File: src/hsc_pkg.sv
// Shared constants, types and the slot hash for the hashed sector cache.
package hsc_pkg;

    localparam int SLOTS        = 128;
    localparam int SECTOR_WORDS = 64;

    localparam int SLOT_W  = $clog2(SLOTS);
    localparam int WORD_W  = (SECTOR_WORDS > 1) ? $clog2(SECTOR_WORDS) : 1;
    localparam int CNT_W   = $clog2(SECTOR_WORDS + 1);
    localparam int ADDR_W  = (SLOTS * SECTOR_WORDS > 1) ? $clog2(SLOTS * SECTOR_WORDS) : 1;

    localparam int DRV_W   = 2;
    localparam int BLK_W   = 32;
    localparam int POS_W   = 6;
    localparam int DATA_W  = 64;
    localparam int MODE_W  = 2;
    localparam int TAG_W   = DRV_W + BLK_W;

    localparam int S_TDATA_W = 104;  // drive, block, pos, data: 13 bytes
    localparam int M_TDATA_W = 72;   // data_out, word_out_pos, padded to 9 bytes

    localparam logic [31:0] HASH_MULT = 32'd2654435761;

    localparam logic [MODE_W-1:0] MODE_LOOKUP = 2'd0;
    localparam logic [MODE_W-1:0] MODE_INSERT = 2'd1;
    localparam logic [MODE_W-1:0] MODE_INVAL  = 2'd2;

    // controller -> datapath
    typedef struct packed {
        logic ready;
        logic capture;
        logic insert;
        logic inval;
        logic load_miss;
        logic stream_start;
        logic streaming;
    } t_cmd;

    // datapath -> controller
    typedef struct packed {
        logic in_valid;
        logic in_lookup;
        logic in_inval;
        logic in_insert;
        logic tag_hit;
        logic out_free;
        logic stream_done;
    } t_sts;

    // Low bits of (blk * HASH_MULT + drv) only depend on the low bits of blk.
    function automatic logic [SLOT_W-1:0] slot_of(input logic [DRV_W-1:0] drv,
                                                  input logic [BLK_W-1:0] blk);
        logic [2*SLOT_W-1:0] prod;
        prod = blk[SLOT_W-1:0] * HASH_MULT[SLOT_W-1:0];
        return prod[SLOT_W-1:0] + SLOT_W'(drv);
    endfunction

endpackage

File: src/hsc_ctrl.sv
// Controller state machine for the hashed sector cache.
module hsc_ctrl (
    input  logic          i_clk,
    input  logic          i_rst_n,
    input  hsc_pkg::t_sts i_sts,
    output hsc_pkg::t_cmd o_cmd
);
    import hsc_pkg::*;

    typedef enum logic [1:0] {
        ST_IDLE,
        ST_CHECK,
        ST_STREAM
    } t_state;

    t_state r_state, n_state;
    logic   r_is_lookup, n_is_lookup;
    t_cmd   cmd;
    logic   accept;

    assign accept = i_sts.in_valid && (r_state == ST_IDLE);

    always_comb begin
        cmd         = '0;
        n_state     = r_state;
        n_is_lookup = r_is_lookup;
        unique case (r_state)
            ST_IDLE: begin
                cmd.ready = 1'b1;
                if (accept) begin
                    if (i_sts.in_lookup || i_sts.in_inval) begin
                        cmd.capture = 1'b1;
                        n_is_lookup = i_sts.in_lookup;
                        n_state     = ST_CHECK;
                    end else if (i_sts.in_insert) begin
                        cmd.insert = 1'b1;
                    end
                end
            end
            ST_CHECK: begin
                if (!r_is_lookup) begin
                    cmd.inval = i_sts.tag_hit;
                    n_state   = ST_IDLE;
                end else if (i_sts.tag_hit) begin
                    cmd.stream_start = 1'b1;
                    n_state          = ST_STREAM;
                end else if (i_sts.out_free) begin
                    cmd.load_miss = 1'b1;
                    n_state       = ST_IDLE;
                end
            end
            ST_STREAM: begin
                cmd.streaming = 1'b1;
                if (i_sts.stream_done) begin
                    n_state = ST_IDLE;
                end
            end
            default: n_state = ST_IDLE;
        endcase
    end

    always_ff @(posedge i_clk) begin
        if (!i_rst_n) begin
            r_state     <= ST_IDLE;
            r_is_lookup <= 1'b0;
        end else begin
            r_state     <= n_state;
            r_is_lookup <= n_is_lookup;
        end
    end

    assign o_cmd = cmd;

endmodule

File: config.mk
export PLATFORM = sky130hd
export DESIGN_NAME = hsc_ctrl
export DESIGN_NICKNAME = d
export VERILOG_FILES = /design/src/hsc_pkg.sv /design/src/hsc_ctrl.sv
export SDC_FILE = /design/constraint.sdc
export NUM_CORES = 1
export LEC_CHECK = 0
export BUFFER_PORTS_ARGS = -buffer_cell sky130_fd_sc_hd__buf_4
export CAP_MARGIN = 25
export CORE_AREA = 2 2 39 41
export CTS_CLUSTER_SIZE = 24
export DETAILED_ROUTE_END_ITERATION = 10
export DIE_AREA = 0 0 41 43
export PLACE_DENSITY = 0.47
export SYNTH_ARGS = -nofsm -noshare
export SYNTH_HDL_FRONTEND = slang
export SYNTH_SLANG_ARGS = --single-unit
File: constraint.sdc
create_clock -name i_clk -period 1.2 [get_ports i_clk]
set_input_delay 0 -clock i_clk [delete_from_list [all_inputs] [get_ports i_clk]]
set_output_delay 0 -clock i_clk [all_outputs]
set_load 0.02 [all_outputs]
### Word-level counts from Yosys, hierarchy flattened

Cells that the tools add are included.

* equality and inequality tests: 6
* mux-type cells: 19
* reductions and logical operators: 5

Operator list (count)
* $mux W2: 8
* $mux W1: 8
* $mux W3: 2
* $pmux W2 S3: 1
* $ne A2 B2 Y1 const B: 2
* $ne A4 B4 Y1 const B: 1
* $reduce_and A4 Y1: 1
* $reduce_and A3 Y1: 1
* $eq A2 B1 Y1 const B: 1
* $eq A2 B2 Y1 const B: 1
* $logic_not A2 Y1: 1
* $ne A2 B1 Y1 const B: 1
* $logic_and A1 B1 Y1: 1
* $logic_or A1 B1 Y1: 1

* bits in registers: 3
* output and inout bits: 7

### Depth between registers and ports, before layout

Gate-level depths: netlist (run 1).

* depth in word-level cells: 4
* mapped depth: 3
* depth with buffers taken out: 3

### Least setup slack after synthesis (run 1)

Ideal clock, no wire load.

* path kind: register to register
* from: register r_state[1]
* to: register r_is_lookup
* arrival: 1.012 ns
* slack: 0.071 ns
* cell stages (with the launch flop): 4
* path buffers: 0
* path through: dfxtp_1 nor2_1 a31oi_1 a41o_1

* cells in the longest elaborated chain, start to end: 3

RTL lines
* start: declaration: RTL line hsc_ctrl.sv:16 `t_state r_state, n_state;`
* start signal: assignment: RTL line hsc_ctrl.sv:67 `r_state <= n_state;`
* $logic_not A2 Y1 *: RTL line hsc_ctrl.sv:21, hsc_ctrl.sv:27
* $logic_and A1 B1 Y1: RTL line hsc_ctrl.sv:21 `assign accept = i_sts.in_valid && (r_state == ST_IDLE);`
* $reduce_and A3 Y1 (no line) *
* end signal: assignment: RTL line hsc_ctrl.sv:68 `r_is_lookup <= n_is_lookup;`
* end: declaration: RTL line hsc_ctrl.sv:17 `logic r_is_lookup, n_is_lookup;`

Mark *: on every way between the ends. The rest lies on a longest branch, timed or not.
A chain may end at the register's enable or synchronous reset.

==> summary.log, run 1 <==
qor: status.run_status complete, no violations
qor: synth.synth_top_family_by_area simple AND/OR/NAND/NOR gates
qor: cells_and_area.filler_cell_count 160
qor: pwr.leakage 0.182 nW
qor: synth.synth_warnings 0
qor: synth.yosysSeqAreaShare 0.324
qor: sta.final.min_clock_period 1.11 ns
qor: clock_network.clkSinkCount 3
qor: routing.detailroute.via_count 236
qor: place.placedCellCount 54
qor: critical_path.worstPathBufferInverterCount 1
qor: cells_and_area.num-nets-final 53
qor: cells_and_area.finish.cell_count_without_fillers 59
qor: critical_path.worst-endpoint-required 1.20 ns
qor: sta.final.hold.worst_slack 0.0233 ns
qor: sta.achievable-frequency 904 MHz
qor: pwr.cellInternalPower 0.270 mW
qor: place.finalWeightedCongestion 0.581
qor: synth.synth_top_cell_area_share 0.324
qor: global_route.grt_first_pass_wirelength 793 um
qor: routing.routed_via_density 4.00
qor: sta.final-max-slew-violation-count 0
qor: synth.post_synth_instance_area 185 sq um
qor: floorplanning.initial_core_util 0.134
qor: critical_path.worstSetupStartpointType flip-flop
qor: pwr.power_density 984 nW/um^2
qor: floorplanning.fp.dieW 41 um
qor: synth.yosys.area.top_type dfxtp_1
qor: pwr.share_comb_of_total_power 0.202
qor: sta.max-slew-margin-rel 0.841
qor: global_route.antenna_found_initial 0
qor: floorplanning.design.die.area 1760 sq um
qor: synth.synth-compound-area-share 0.155
qor: sta.min_period_over_period 0.922
qor: synth.netlist_instances 23
qor: global_route.largest_net_degree_at_the_start_of_global_routing 7
qor: routing.routed_wire_length_per_instance 8.69 um
qor: routing.detail_route.drc_violations 0
qor: critical_path.timing.critical_path.fanout_max 5
qor: place.port_buffers 15
qor: synth.synth.lib_cells_used.distinct 15
qor: critical_path.worst_setup_path_end_kind output port
qor: global_route.vias_in_the_first_global_route 219
qor: synth.multiplexer_area_fraction_after_synthesis 0
qor: critical_path.critPathArrivalTime 1.11 ns
qor: clock_network.clkTransAtPathRegs 0.03 ns
qor: cells_and_area.most-common-layout-cells 15 x buf_4, 3 x nor2_1, 3 x nand2_1, 3 x clkbuf_4, 3 x dfxtp_1
qor: routing.drtIter0Drc 2
qor: routing.drt.antenna.violating_nets 0
qor: critical_path.timing.critical_path.cells nor2b_2 -> and4b_1 -> buf_4
qor: synth.syn_area_per_cell 8.05 sq um
qor: critical_path.path_delay_family simple AND/OR/NAND/NOR gates
qor: synth.mappedNetlistNets 32
qor: floorplanning.rows 14
qor: sta.setup_viol 0
qor: pwr.swShare 0.241
qor: routing.detailedRoute.firstPassIterationCount 2
qor: sta.post_route_setup_tns 0 ns
qor: sta.skew 0.00387 ns
qor: pwr.power.sequential.fraction 0.311
qor: clock_network.insertion_delay 0.23 ns
qor: critical_path.path_class reg2out
qor: pwr.power.net_switching 0.0858 mW
qor: sta.finalHoldViolations 0
qor: pwr.power_frac_clock 0.487
qor: sta.timing_worst_slew_pin_value 0.238 ns
qor: clock_network.root_buffer clkbuf_4
qor: floorplanning.design.portCount 16
qor: routing.drt-total-wl 513 um
qor: cells_and_area.share_of_final_layout_standard_cells_stronger_than_drive_strength_1 0.488
qor: synth.yosys.area_share.adder 0
qor: cells_and_area.layout_commonest_cell buf_4
qor: global_route.groute.usage.overall 0.0662
qor: global_route.global_route.overflow_total 0
qor: clock_network.htree_num_levels 1
qor: floorplanning.chip_height 43 um
qor: clock_network.clockBufferDepth 2
qor: worst_hold_path.min_path_type in2reg
qor: clock_network.tritoncts_buffers 3
qor: cells_and_area.syn_to_final_growth 95.3%
qor: sta.grt_setup_unrepaired no
qor: synth.yosys_register_bits 3
qor: pwr.ir_drop 338 uV
qor: floorplanning.fp.coreArea 1380 sq um
qor: place.hpwl 431 um
qor: clock_network.cts_tree built
qor: critical_path.critPathSlowestCell dfxtp_1
qor: job.timing.max_cap.violations 0
qor: synth.synthSimpleGateAreaFrac 0.520
qor: critical_path.worst_path_largest_cell_delay 0.36 ns
qor: synth.synth_xor_xnor_area_share 0
qor: synth.post_synth_main_area_contributors dfxtp_1 32%, nor2b_1 6.8%, nand2_1 6.1%, nand4bb_1 6.1%, nor2_1 6.1%
qor: cells_and_area.antenna-diode-count 0
layer usage:
metal / track usage / share of wire
met5: 0 / 0
met4: 0.0400 / 0
met3: 0.0314 / 0.060
met2: 0.103 / 0.57
met1: 0.0673 / 0.37
cell usage after synthesis:
master / count
dfxtp_1: 3
nand2_1: 3
nor2_1: 3
nor2b_1: 2
nor3_1: 2
a31oi_1: 1
a41o_1: 1
and2b_1: 1
and3_2: 1
and3b_1: 1
and4b_1: 1
nand2b_1: 1
nand4bb_1: 1
o21a_1: 1
o21ai_1: 1
path summary, 6_finish.rpt:
path                      startpoint                        to  slack [ns]  cells past startpoint
max reg2reg  r_state[1]$_SDFFE_PN0P_   r_state[1]$_SDFFE_PN0P_        0.21                      3
min                         i_sts[5]  r_is_lookup$_SDFFE_PN0P_        0.02                      2
min reg2reg  r_state[1]$_SDFFE_PN0P_   r_state[0]$_SDFFE_PN0P_        0.62                      1
max          r_state[0]$_SDFFE_PN0P_                  o_cmd[2]        0.09                      3
metrics by stage:
step           power (mW)  setup WS (ns)  utilization  area [sq um]
2_1_floorplan       0.140         0.0714            -           185
3_3_place_gp        0.181          0.220        0.230           318
3_5_place_dp        0.180          0.217        0.230           318
4_1_cts             0.365         0.0394        0.256           354
5_1_grt             0.379        0.00530        0.261           362
6_report            0.356         0.0941        0.261           362
sequential cells by signal, summed over array words and instances, names as in the netlist:
name,flops
r_state,2
r_is_lookup,1
power groups by stage:
stage,clock network [mW],logic (mW),registers [mW]
3_5_place_dp,0,0.0684,0.112
2_1_floorplan,0,0.0301,0.110
3_3_place_gp,0,0.0685,0.112
5_1_grt,0.188,0.0788,0.112
6_report,0.174,0.0719,0.111
4_1_cts,0.183,0.0711,0.110
kinds of logic (layout without fill, tap and decap cells):
group / after synthesis / after routing
and+or+nand+nor: 16 / 16
buffers and inverters: 0 / 20
DFF: 3 / 3
AOI/OAI and AO/OA: 4 / 4
what timing repair did:
| item | in CTS | in global routing |
|---|---|---|
| hold buffers | 1 | 0 |
| endpoints found under the hold margin | 1 | 0 |
| resized for setup | 0 | 2 |
| setup endpoints to repair | 0 | 4 |
| buffers inserted | 0 | 0 |
final cells by class:
class | instances | area, sq um | area share
repair buffers | 16 | 123 | 0.339
clock buffers | 4 | 26.3 | 0.0727
multi-input cells | 20 | 133 | 0.367
well taps | 16 | 20.0 | 0.0554
flip-flops and latches | 3 | 60.1 | 0.166
Power figures use the tool's default switching activity.
==> run 2: changes to the inputs <==
CELL_PAD_IN_SITES_DETAIL_PLACEMENT = 1   (was default)
CELL_PAD_IN_SITES_GLOBAL_PLACEMENT = 2   (was default)
PLACE_DENSITY = 0.73   (was 0.47)
==> run 2 against run 1 <==
Effect of this change:
- global-route usage is 1.5 points higher
- combinational power down 3.2%
- die area stayed put
- largest cell class unchanged
- highest routed layer unchanged
==> summary.log, run 2 (synthesis results as in run 1) <==
qor: critical_path.worst_setup_path_end_kind output port
qor: cells_and_area.multi_input_logic_area 133 sq um
qor: clock_network.insertion_delay 0.23 ns
qor: routing.detail_route.drc_violations 0
qor: critical_path.worstSetupStartpointType flip-flop
qor: sta.max-slew-margin-rel 0.832
qor: critical_path.critPathArrivalTime 1.12 ns
qor: cells_and_area.share_of_final_layout_standard_cells_stronger_than_drive_strength_1 0.500
qor: pwr.ir_drop 490 uV
qor: pwr.power_density 1020 nW/um^2
qor: routing.detailroute.via_count 236
qor: routing.routed_via_density 4.07
qor: global_route.groute.usage.overall 0.0812
qor: sta.min_period_over_period 0.931
qor: global_route.gr-usage-met3 0.0838
qor: critical_path.worst_path_largest_cell_delay 0.45 ns
qor: cells_and_area.layout_commonest_cell buf_4
qor: sta.final.min_clock_period 1.12 ns
qor: routing.drtIter0Drc 0
qor: global_route.largest_net_degree_at_the_start_of_global_routing 7
qor: sta.finalHoldViolations 0
qor: global_route.antenna_found_initial 0
qor: sta.final-max-slew-violation-count 0
qor: critical_path.critPathSlowestCell dfxtp_1
qor: global_route.grt.met2_usage 0.103
qor: place.preCtsSetupSlack 0.190 ns
qor: floorplanning.design.portCount 16
qor: global_route.vias_in_the_first_global_route 228
qor: cells_and_area.filler_cell_count 176
qor: routing.detailedRoute.firstPassIterationCount 1
qor: clock_network.clockBufferDepth 2
qor: cells_and_area.syn_to_final_growth 90.5%
qor: floorplanning.design.die.area 1760 sq um
qor: sta.grt_setup_unrepaired no
qor: pwr.share_comb_of_total_power 0.194
qor: sta.achievable-frequency 895 MHz
qor: critical_path.timing.critical_path.fanout_max 6
qor: pwr.power_frac_clock 0.496
qor: floorplanning.chip_height 43 um
qor: clock_network.cts_tree built
qor: sta.skew 0.000204 ns
qor: critical_path.path_class reg2out
qor: routing.routed_wire_length_per_instance 9.72 um
qor: cells_and_area.antenna-diode-count 0
qor: pwr.power.net_switching 0.0899 mW
qor: global_route.global_route.overflow_total 0
qor: sta.timing_worst_slew_pin_value 0.252 ns
qor: critical_path.timing.critical_path.cells nor2b_4 -> and3_2 -> buf_4
qor: job.timing.max_cap.violations 0
qor: cells_and_area.top_regs r_state x2, r_is_lookup x1
qor: routing.drt-total-wl 564 um
qor: clock_network.tritoncts_buffers 3
qor: global_route.grt.busiest_layer met2
qor: cells_and_area.largest-register r_state
qor: clock_network.htree_num_levels 1
qor: critical_path.worst-endpoint-required 1.20 ns
qor: status.run_status complete, no violations
qor: cells_and_area.layout.area.seq 61.3 sq um
qor: sta.setup_viol 0
qor: place.finalWeightedCongestion 0.639
qor: global_route.grt_first_pass_wirelength 910 um
qor: clock_network.clkTransAtPathRegs 0.04 ns
qor: pwr.cellInternalPower 0.269 mW
qor: sta.layout_setup_ws 0.0824 ns
qor: floorplanning.initial_core_util 0.134
qor: floorplanning.rows 14
qor: sta.post_route_setup_tns 0 ns
qor: global_route.grt.met1_usage 0.0927
qor: clock_network.clkSinkCount 3
qor: floorplanning.fp.coreArea 1380 sq um
qor: cells_and_area.num-nets-final 52
qor: routing.drt.antenna.violating_nets 0
qor: pwr.power.sequential.fraction 0.311
qor: critical_path.worstPathBufferInverterCount 1
qor: place.port_buffers 15
qor: critical_path.path_delay_family flip-flops
qor: clock_network.root_buffer clkbuf_4
qor: pwr.leakage 0.179 nW
qor: pwr.swShare 0.250
qor: place.hpwl 446 um
qor: worst_hold_path.min_path_type in2reg
qor: floorplanning.fp.dieW 41 um
qor: cells_and_area.most-common-layout-cells 15 x buf_4, 3 x nor2_1, 3 x nand2_1, 3 x clkbuf_4
qor: cells_and_area.largest_register_ff_count 2
==> run 2: cell count changes in the layout (fill, tap and decap cells not counted), sizes merged <==
cell	before	now
dlygate4sd3	1	0
==> run 2: repair_timing <==
item,4_1_cts,5_1_grt
buffers inserted,0,0
hold buffers,0,0
endpoints found under the setup margin,0,3
gates resized for setup,0,3
hold endpoints to repair,0,0
==> run 2: final cells by class <==
cell class,instances,area share
multi-input cells,20,0.376
repair buffers,15,0.319
flip-flops and latches,3,0.174
clock buffers,4,0.0745
well taps,16,0.0567
==> run 2: path summary, 6_finish.rpt <==
check                                 end  cells past startpoint  slack [ns]                    start
hold / removal    r_state[1]$_SDFFE_PN0P_                      2       0.009                  i_rst_n
hold reg to reg   r_state[0]$_SDFFE_PN0P_                      1        0.63  r_state[1]$_SDFFE_PN0P_
setup / recovery                 o_cmd[1]                      3        0.08  r_state[1]$_SDFFE_PN0P_
setup reg to reg  r_state[1]$_SDFFE_PN0P_                      3        0.18  r_state[1]$_SDFFE_PN0P_
==> run 2: through the flow <==
stage                     std cells  total power [mW]  instance area (sq um)   util  hold WS (ns)
after floorplan                  23             0.140                    185      -         0.118
after global placement           54             0.181                    318  0.230         0.240
after detailed placement         54             0.181                    318  0.230         0.249
after CTS                        58             0.368                    344  0.249       0.00138
after global routing             58             0.394                    353  0.255        0.0141
final                            58             0.359                    353  0.255       0.00925
==> run 2: power groups by stage <==
stage          Combinational, mW  Sequential [mW]  Clock (mW)
6_report                  0.0696            0.112       0.178
5_1_grt                   0.0770            0.113       0.204
4_1_cts                   0.0689            0.111       0.188
3_5_place_dp              0.0684            0.112           0
2_1_floorplan             0.0301            0.110           0
3_3_place_gp              0.0688            0.112           0
==> run 2: worst reg2reg max path: cells and delay by family, from the launching register on <==
| kind | cells | cell delay, ns |
|---|---|---|
| AO/OA/AOI/OAI | 1 | 0.18 |
| AND/OR/NAND/NOR | 2 | 0.29 |
| flip-flops | 1 | 0.45 |
==> run 2: per-layer routing <==
layer,vias up,share of wire
li1,122,-
met1,99,0.48
met2,15,0.38
met3,0,0.13
met4,0,0
met5,-,0
==> run 3: changes to the inputs <==
ABC_AREA = 1   (was default)
MAX_ROUTING_LAYER = met4   (was default)
PLACE_DENSITY = 0.79   (was 0.73)
clock period = 1.4 ns   (was 1.2 ns; I/O delays follow)
==> run 3 against run 2 <==
Effect of this change:
- critical endpoint is now o_cmd[2]
- largest cell class is now non-clock buffers
- final cell count up 14%
- worst hold slack gained 0.017 ns
- register-to-register slack improved by 0.31 ns
- wire length is 2.5% higher
- synthesized area grew 8.1%
- via count increased by 8.9%
- clock power decreased by 8%
- highest routed layer is now met4
- first-iteration DRC count did not move
==> summary.log, run 3 <==
qor: clock_network.post-cts-setup-buffers 0
qor: critical_path.critical_path.endpoint o_cmd[2]
qor: synth.netlist_instances 31
qor: cells_and_area.finish.instance_area 359 sq um
qor: synth.post_synth_instance_area 200 sq um
qor: place.placement.cell_area 333 sq um
qor: pwr.power_density 890 nW/um^2
qor: cells_and_area.num-nets-final 60
qor: synth.mappedNetlistNets 40
qor: synth.syn_area_per_cell 6.46 sq um
qor: sta.post_route_setup_tns 0 ns
qor: sta.timing_worst_slew_pin_value 0.254 ns
qor: routing.drt-total-wl 578 um
qor: routing.routed_wire_length_per_instance 8.76 um
qor: critical_path.timing.critical_path.fanout_max 3
qor: pwr.swShare 0.286
qor: sta.max-slew-margin-rel 0.829
qor: cells_and_area.most-common-layout-cells 15 x buf_4, 9 x inv_1, 4 x nand3_1
qor: global_route.vias_in_the_first_global_route 250
qor: pwr.ir_drop 368 uV
qor: cells_and_area.layout_commonest_cell buf_4
qor: cells_and_area.largest-register r_state
qor: pwr.share_comb_of_total_power 0.193
qor: floorplanning.fp.dieW 41 um
qor: clock_network.insertion_delay 0.24 ns
qor: sta.finalHoldViolations 0
qor: clock_network.post_cts.resized_instances 0
qor: clock_network.htree_num_levels 1
qor: synth.synth_top_cell_area_share 0.300
qor: critical_path.worstSetupStartpointType flip-flop
qor: routing.detailroute.via_count 257
qor: routing.drt.antenna.violating_nets 0
qor: pwr.power.net_switching 0.0915 mW
qor: place.hpwl 461 um
qor: clock_network.clkSinkCount 3
qor: critical_path.timing.critical_path.cells inv_2 -> nor2_2 -> nand3_1 -> nor2_1 -> buf_4
qor: critical_path.worst-endpoint-required 1.40 ns
qor: clock_network.tritoncts_buffers 3
qor: critical_path.path_delay_family flip-flops
qor: critical_path.worst_path_largest_cell_delay 0.38 ns
qor: pwr.leakage 0.195 nW
qor: clock_network.clockBufferDepth 2
qor: synth.synth_warnings 0
qor: global_route.global_route.overflow_total 0
qor: synth.yosys_register_bits 3
qor: place.finalWeightedCongestion 0.698
qor: pwr.power.sequential.fraction 0.296
qor: sta.final.hold.worst_slack 0.0265 ns
qor: global_route.antenna_found_initial 0
qor: synth.synth.lib_cells_used.distinct 12
qor: floorplanning.chip_height 43 um
qor: synth.post_synth_most_frequent_cells 9 x inv_1, 4 x nand3_1, 3 x dfxtp_1, 3 x nand2_1, 3 x nor2_2
qor: sta.min_period_over_period 0.810
qor: routing.detailedRoute.firstPassIterationCount 1
qor: global_route.grt_first_pass_wirelength 1050 um
qor: clock_network.root_buffer clkbuf_4
qor: worst_hold_path.min_path_type in2reg
qor: critical_path.worst_setup_path_end_kind output port
qor: critical_path.critPathArrivalTime 1.13 ns
qor: synth.synth-edff-count 0
qor: critical_path.regToRegSetupSlack 0.49 ns
qor: critical_path.worst_r2r_startpoint r_state[0]$_SDFFE_PN0P_
qor: floorplanning.initial_core_util 0.145
qor: floorplanning.design.portCount 16
qor: sta.final-max-slew-violation-count 0
qor: cells_and_area.antenna-diode-count 0
qor: sta.skew 0.000181 ns
qor: sta.achievable-frequency 882 MHz
qor: floorplanning.fp.coreArea 1380 sq um
qor: cells_and_area.share_of_final_layout_standard_cells_stronger_than_drive_strength_1 0.500
qor: routing.detail_route.drc_violations 0
qor: global_route.groute.usage.overall 0.104
qor: cells_and_area.largest_register_ff_count 2
qor: synth.yosysSeqAreaShare 0.300
qor: pwr.power_frac_clock 0.511
qor: critical_path.path_class reg2out
qor: pwr.cellInternalPower 0.228 mW
qor: sta.grt_setup_unrepaired no
qor: place.port_buffers 15
qor: critical_path.worstPathBufferInverterCount 2
qor: status.run_status complete, no violations
qor: routing.routed_via_density 3.89
qor: global_route.largest_net_degree_at_the_start_of_global_routing 6
qor: floorplanning.design.die.area 1760 sq um
qor: synth.ys_dominant_reg_cell dfxtp_1
qor: critical_path.worstSetupPathDepth 5
qor: clock_network.hold_buffers 0
qor: cells_and_area.syn_to_final_growth 79.4%
qor: routing.drtIter0Drc 0
qor: critical_path.critical_path.startpoint r_state[0]$_SDFFE_PN0P_
qor: synth.post_synth_main_area_contributors dfxtp_1 30%, inv_1 17%, nand3_1 10%, nor2_2 9.4%, a21oi_2 8.8%
qor: critical_path.critPathSlowestCell dfxtp_1
qor: floorplanning.rows 14
qor: synth.yosys.cell_count.top_type inv_1
qor: clock_network.cts_tree built
qor: critical_path.r2r_cells 4
qor: critical_path.r2r_end r_is_lookup$_SDFFE_PN0P_
qor: clock_network.clkTransAtPathRegs 0.04 ns
qor: cells_and_area.top_regs r_state x2, r_is_lookup x1
qor: sta.final.min_clock_period 1.13 ns
qor: synth.async_flop_share 0
qor: job.timing.max_cap.violations 0
qor: sta.setup_viol 0
qor: synth.yosys.area.top_type dfxtp_1
qor: cells_and_area.final_util 0.259
-- run 3: cell types whose count changed in the layout (fill, tap and decap cells not counted), moves of 2 or more --
cell,before,now
inv_1,0,9
nand3_1,0,4
nor2_2,0,3
a21oi_2,0,2
nor3_1,2,0
-- run 3: power by group through the flow --
stage	combinational (mW)	clock [mW]	sequential, mW
after floorplan	0.0304	0	0.0948
after global placement	0.0620	0	0.0958
after detailed placement	0.0624	0	0.0961
after CTS	0.0628	0.171	0.0947
after global routing	0.0689	0.178	0.0954
final	0.0615	0.163	0.0946
-- run 3: worst min-delay path by stage --
stage	startpoint	endpoint	slack, ns	cells past startpoint
after floorplan	i_sts[1]	o_cmd[2]	0.14	2
after global placement	i_rst_n	r_state[1]$_SDFFE_PN0P_	0.27	3
after detailed placement	i_rst_n	r_state[0]$_SDFFE_PN0P_	0.28	3
after CTS	i_rst_n	r_state[0]$_SDFFE_PN0P_	0.02	3
after global routing	i_rst_n	r_state[1]$_SDFFE_PN0P_	0.05	3
final	i_rst_n	r_state[0]$_SDFFE_PN0P_	0.03	3
-- run 3: cell families after synthesis --
logic type / after synthesis / share of synthesized area
and+or+nand+nor: 15 / 0.400
buffers and inverters: 10 / 0.187
DFF: 3 / 0.300
AOI/OAI and AO/OA: 3 / 0.112
-- run 3: cell type report --
type                            count  area (sq um)
Multi-Input combinational cell     18           103
Sequential cell                     3          60.1
Timing Repair Buffer               15           113
Fill cell                         178          1020
Inverter                           10          37.5
Clock buffer                        4          26.3
Tap cell                           16          20.0
-- run 3: routing by layer --
metal  vias up  global-route usage  share of wire
li1        132                   -              -
met1       109              0.0965           0.35
met2        10               0.128           0.49
met3         6              0.0314          0.067
met4         0               0.160          0.087
met5         -                   -              0
-- run 3: worst min-delay path, delay by kind of cell --
family	cells	cell delay, ns
AOI/OAI and AO/OA	1	0.10
buffers and inverters	2	0.13
-- run 3: stage by stage --
step / instances / total power [mW] / setup slack (ns)
floorplan: 31 / 0.125 / 0.299
global placement: 62 / 0.158 / 0.494
detailed placement: 62 / 0.158 / 0.470
CTS: 66 / 0.329 / 0.246
global route: 66 / 0.343 / 0.168
finish: 66 / 0.319 / 0.266
